**config.mk**
```make
export PLATFORM = sky130hd
export DESIGN_NAME = tepq_ctrl
export DESIGN_NICKNAME = d
export VERILOG_FILES = /design/src/tepq_pkg.sv /design/src/tepq_ctrl.sv
export SDC_FILE = /design/constraint.sdc
export NUM_CORES = 1
export LEC_CHECK = 0
export ABC_CLOCK_PERIOD_IN_PS = 1550
export BUFFER_PORTS_ARGS = -buffer_cell sky130_fd_sc_hd__buf_2
export CORE_AREA = 8 8 45 47
export DETAILED_ROUTE_END_ITERATION = 12
export DIE_AREA = 0 0 53 55
export HOLD_SLACK_MARGIN = 0.03
export PLACE_DENSITY_LB_ADDON = 0.2
export SLEW_MARGIN = 40
export SYNTH_ARGS = -nofsm -noshare
export SYNTH_HDL_FRONTEND = slang
export SYNTH_SLANG_ARGS = --single-unit
```
**constraint.sdc**
```tcl
create_clock -name i_clk -period 1.55 [get_ports i_clk]
set_input_delay 0.2325 -clock i_clk [delete_from_list [all_inputs] [get_ports i_clk]]
set_output_delay 0.2325 -clock i_clk [all_outputs]
set_load 0.03 [all_outputs]
```
**src/tepq_pkg.sv**
```systemverilog
// Shared codes and controller/datapath interface types for the timed event queue.
package tepq_pkg;

    // Operation codes carried by the kind field
    localparam logic [1:0] KIND_INSERT  = 2'd0;
    localparam logic [1:0] KIND_CANCEL  = 2'd1;
    localparam logic [1:0] KIND_LOOKUP  = 2'd2;
    localparam logic [1:0] KIND_DEQUEUE = 2'd3;

    // Result status codes
    localparam logic [1:0] ST_OK   = 2'd0;
    localparam logic [1:0] ST_NONE = 2'd1;
    localparam logic [1:0] ST_FULL = 2'd2;
    localparam logic [1:0] ST_DUP  = 2'd3;

    // Commands from controller to datapath
    typedef struct packed {
        logic clr;     // write one invalid slot of the clearing sweep
        logic start;   // latch the incoming item, restart the slot scan
        logic scan;    // issue a read of the next slot
        logic finish;  // apply the operation and load the result registers
    } t_cmd;

    // Status from datapath to controller
    typedef struct packed {
        logic last_addr;  // slot address is at the last slot
    } t_stat;

endpackage

```
**src/tepq_ctrl.sv**
```systemverilog
// Controller state machine: clearing sweep, slot scan sequencing and result handshake.
module tepq_ctrl (
    input  logic          i_clk,
    input  logic          i_rst_n,
    input  logic          i_valid,
    output logic          o_stall,
    output logic          o_valid,
    input  logic          i_stall,
    input  tepq_pkg::t_stat i_stat,
    output tepq_pkg::t_cmd  o_cmd
);
    import tepq_pkg::*;

    typedef enum logic [2:0] {
        S_CLEAR,
        S_IDLE,
        S_SCAN,
        S_DRAIN,
        S_FINISH
    } t_state;

    t_state r_state;
    logic   r_out_valid;
    logic   out_free;

    assign out_free = !r_out_valid || !i_stall;
    assign o_valid  = r_out_valid;
    assign o_stall  = (r_state != S_IDLE);

    // Commands decoded from state
    always_comb begin
        o_cmd        = '0;
        o_cmd.clr    = (r_state == S_CLEAR);
        o_cmd.start  = (r_state == S_IDLE) && i_valid;
        o_cmd.scan   = (r_state == S_SCAN);
        o_cmd.finish = (r_state == S_FINISH) && out_free;
    end

    // State and output valid
    always_ff @(posedge i_clk) begin
        if (!i_rst_n) begin
            r_state     <= S_CLEAR;
            r_out_valid <= 1'b0;
        end else begin
            if (r_out_valid && !i_stall) begin
                r_out_valid <= 1'b0;
            end
            unique case (r_state)
                S_CLEAR: begin
                    if (i_stat.last_addr) begin
                        r_state <= S_IDLE;
                    end
                end
                S_IDLE: begin
                    if (i_valid) begin
                        r_state <= S_SCAN;
                    end
                end
                S_SCAN: begin
                    if (i_stat.last_addr) begin
                        r_state <= S_DRAIN;
                    end
                end
                S_DRAIN: begin
                    r_state <= S_FINISH;
                end
                S_FINISH: begin
                    if (out_free) begin
                        r_out_valid <= 1'b1;
                        r_state     <= S_IDLE;
                    end
                end
                default: begin
                    r_state <= S_CLEAR;
                end
            endcase
        end
    end

endmodule

```
# ---- Word-level counts from Yosys, hierarchy flattened
# Index checks and enable logic that the tools add are counted.
dict set report op_classes {
  eq_ne 9
  mux 8
  n_reduce_logical 8
}
# operator n
set ops {}
lappend ops {{one-hot mux 3 bit (5 select lines)} 1}
lappend ops {{two-way mux 3 bit} 4}
lappend ops {{inequality test 2 bit (second input constant)} 4}
lappend ops {{== test 3 x 2 -> 1 bit (second input constant)} 2}
lappend ops {{AND reduction 4 bit} 1}
lappend ops {{== test 3 x 1 -> 1 bit (second input constant)} 1}
lappend ops {{== test 3 bit (second input constant)} 1}
lappend ops {{logical AND 1 bit} 3}
lappend ops {{logical NOT 3 bit} 1}
lappend ops {{two-way mux 1 bit} 3}
lappend ops {{inequality test 3 x 1 -> 1 bit (second input constant)} 1}
lappend ops {{logical NOT 1 bit} 2}
lappend ops {{logical OR 1 bit} 1}
dict set report word_totals {
  register_bits 4
  in_bits 5
  out_inout_bits 6
  wordCells 27
}

# ---- Longest topological paths before layout
dict set report logic_depth {
  ltp_word 5
  ltp_mapped 4
  mapped_depth_nobuf 3
}

# ---- Worst setup path after synthesis
# No wires, ideal clock.
dict set report synth_path {
  kind {flip-flop to output port}
  from {register r_state[0]}
  to {output o_cmd[2] in the netlist's numbering}
  arrival_time_ps 1431
  required_time_ps 1317
  path_slack_ps -114
  path_stages_with_launch 4
  n_path_buf 1
  path_cell_list {dfxtp_1 -> buf_6 -> or3b_2 -> nor2_1}
}
# element line
set synth_lines {}
lappend synth_lines {{start, declared} tepq_ctrl.sv:22} ;# t_state r_state;
lappend synth_lines {{start signal, assigned} tepq_ctrl.sv:42} ;# r_state <= S_CLEAR;
lappend synth_lines {{start signal, assigned} tepq_ctrl.sv:51} ;# r_state <= S_IDLE;
lappend synth_lines {{start signal, assigned} tepq_ctrl.sv:56} ;# r_state <= S_SCAN;
lappend synth_lines {{end, declared} tepq_ctrl.sv:10} ;# output tepq_pkg::t_cmd o_cmd

==> impl_metrics.env <==
export IMPL_end_kind="output pin"
export IMPL_setup_viol=0
export IMPL_cp_startpoint="r_state[2]"
export IMPL_top_level_ports=11
export IMPL_seq_area_frac_synth_pct=36.8
export IMPL_netlist_area_um2=218
export IMPL_n_antenna_cell=0
export IMPL_maxSlewHeadroom_pct=76.6
export IMPL_grt_overflow_total=0
export IMPL_ctsRootBufferMaster="clkbuf_4"
export IMPL_cp_top_family="simple AND/OR/NAND/NOR gates"
export IMPL_min_from="i_rst_n"
export IMPL_routed_wl_um=618
export IMPL_portBuffers=10
export IMPL_num_rows=14
export IMPL_cts_hold_repair_buffers=0
export IMPL_synth_cell_types=18
export IMPL_syn_inst=23
export IMPL_drc=0
export IMPL_antenna_found_initial=0
export IMPL_via_per_inst=4.10
export IMPL_grt_setup_unrepaired="true"
export IMPL_die_height_um=55
export IMPL_nets=43
export IMPL_grt_max_degree=9
export IMPL_wire_per_inst_um=11.9
export IMPL_fmax_mhz=648
export IMPL_insertion_delay_ns=0.23
export IMPL_hp_class="in -> reg"
export IMPL_post_cts_resized=10
export IMPL_setup_tns_ns=0
export IMPL_finalPower_mw=0.302
export IMPL_worst_slack_ns=0.00719
export IMPL_area_growth_pct=55.2
export IMPL_cts_inserted_buffers=3
export IMPL_ys_warn_count=0
export IMPL_ir_worst_vdd_v=0.000361
export IMPL_tightest_slew_ns=0.346
export IMPL_pre_cts_ws_ns=0.127
export IMPL_drive_gt1_share_pct=61.1
export IMPL_arrival_ns=1.31
export IMPL_switching_share_pct=27.3
export IMPL_syn_avg_cell_area_um2=9.47
export IMPL_combPwrFrac_pct=20.1
export IMPL_first_iter_violations=3
export IMPL_final_hold_violation_count=0
export IMPL_pwr_density_cell_nw_per_um2=894
export IMPL_placed_area_um2=287
export IMPL_skew_ns=0.00304
export IMPL_cts_tree="done"
export IMPL_gr_usage_all_layers_pct=5.03
export IMPL_gp_congestion=0.720
export IMPL_cts_sinks=4
export IMPL_leakage_nw=0.140
export IMPL_cts_clk_slew_worst_paths_ns=0.04
export IMPL_finalCriticalPeriod_ns=1.54
export IMPL_htreeDepth=1
export IMPL_ys_seq_elements=4
export IMPL_final_common_cell="buf_2"
export IMPL_start_util_pct=15.7
export IMPL_path_buf_inv=1
export IMPL_die_area_um2=2920
export IMPL_grt_pass1_vias=229
export IMPL_p_int_mw=0.220
export IMPL_fin_crit_sh_pct=99.5
export IMPL_path_max_fanout=8
export IMPL_utilization_pct=24.4
export IMPL_ant_nets=0
export IMPL_design_area_um2=338
export IMPL_critical_path_slowest_cell="or3b_4"
export IMPL_vias=213
export IMPL_postCtsSetupBuffers=0
export IMPL_layout_common_cells="8 x buf_2, 3 x nor3b_1, 3 x clkbuf_4"
export IMPL_coreArea_um2=1380
export IMPL_drtPass1Iterations=3
export IMPL_die_w_um=53
export IMPL_power_switching_mw=0.0823
export IMPL_clockBufferDepth=2
export IMPL_rr_startpoint="r_state[2]"
export IMPL_slew_violations=0
export IMPL_grt_pass1_wl_mm=1.01
export IMPL_criticalPathCategory="reg -> out"
export IMPL_drv_cap=0
export IMPL_syn_nets=28
export IMPL_p_seq_share_pct=37.1
export IMPL_worstSetupStartpointType="flip-flop"
export IMPL_fill_cells=161
export IMPL_worstPathCellList="or3b_4, a21oi_4, buf_6"
export IMPL_required_ns=1.32
export IMPL_critPathMaxStageDelay_ns=0.41
export IMPL_outcome="finished, final reports clean"
export IMPL_power_share_clock_pct=42.8
[power by group through the flow]
stage	registers, mW	logic (mW)	clock network [mW]
floorplan	0.113	0.0422	0
global placement	0.114	0.0580	0
detailed placement	0.114	0.0576	0
CTS	0.112	0.0610	0.137
global route	0.113	0.0660	0.141
finish	0.112	0.0607	0.129
[registers in the layout, indices dropped and copies added (netlist names)]
register,cells
r_state,3
o_valid,1
[stage by stage]
stage / std cells / hold WS, ns
finish: 52 / 0.257
global placement: 49 / 0.499
floorplan: 23 / 0.354
detailed placement: 49 / 0.500
CTS: 52 / 0.251
global route: 52 / 0.266
[cell type report]
class / count / area (um2) / area share [%]
multi-input combinational: 17 / 135 / 40.0
sequential: 4 / 86.3 / 25.6
timing repair buffer: 11 / 70.1 / 20.7
clock buffer: 3 / 22.5 / 6.67
tap: 16 / 20.0 / 5.93
inverter: 1 / 3.75 / 1.11
[cells in the mapped netlist, drive strengths merged]
library cell | n | area share, %
o31a | 1 | 4.6
nor3 | 1 | 2.3
nor3b | 3 | 10
nor4b | 1 | 4.0
nor2b | 1 | 2.9
mux2i | 1 | 4.6
and2 | 1 | 2.9
o21ai | 1 | 2.3
nand2 | 1 | 1.7
nand3b | 1 | 3.4
or3b | 2 | 8.0
buf | 1 | 5.2
a21oi | 1 | 4.0
inv | 1 | 1.7
a21boi | 1 | 3.4
nor2 | 1 | 1.7
dfxtp | 4 | 37
[final timing paths]
path	endpoint	slack, ns	depth (start not counted)
min	r_state[2]	0.26	2
max reg2reg	r_state[0]	0.42	3
min reg2reg	r_state[1]	0.46	1
max	o_cmd[0]	0.007	3
[per-layer routing]
metal | vias to the layer above | GRT usage, % | share of wire, %
li1 | 108 | - | -
met1 | 97 | 4.41 | 37
met2 | 8 | 7.42 | 49
met3 | 0 | 3.48 | 14
met4 | 0 | 5.17 | 0
met5 | - | 0 | 0
[logic make-up (layout without fill, tap and decap cells)]
family / after synthesis / in the layout / synth area share [%]
buffers and inverters: 2 / 15 / 6.89
and+or+nand+nor: 12 / 12 / 37.4
DFF: 4 / 4 / 36.8
muxes: 1 / 1 / 4.60
AOI/OAI and AO/OA: 4 / 4 / 14.4
[worst register-to-register path: cells and delay by family (launching register included)]
kind | cells | cell delay [ns]
AND/OR/NAND/NOR | 1 | 0.41
flip-flops | 1 | 0.37
AO/OA/AOI/OAI | 2 | 0.30
(Power assumes the default switching activity.)
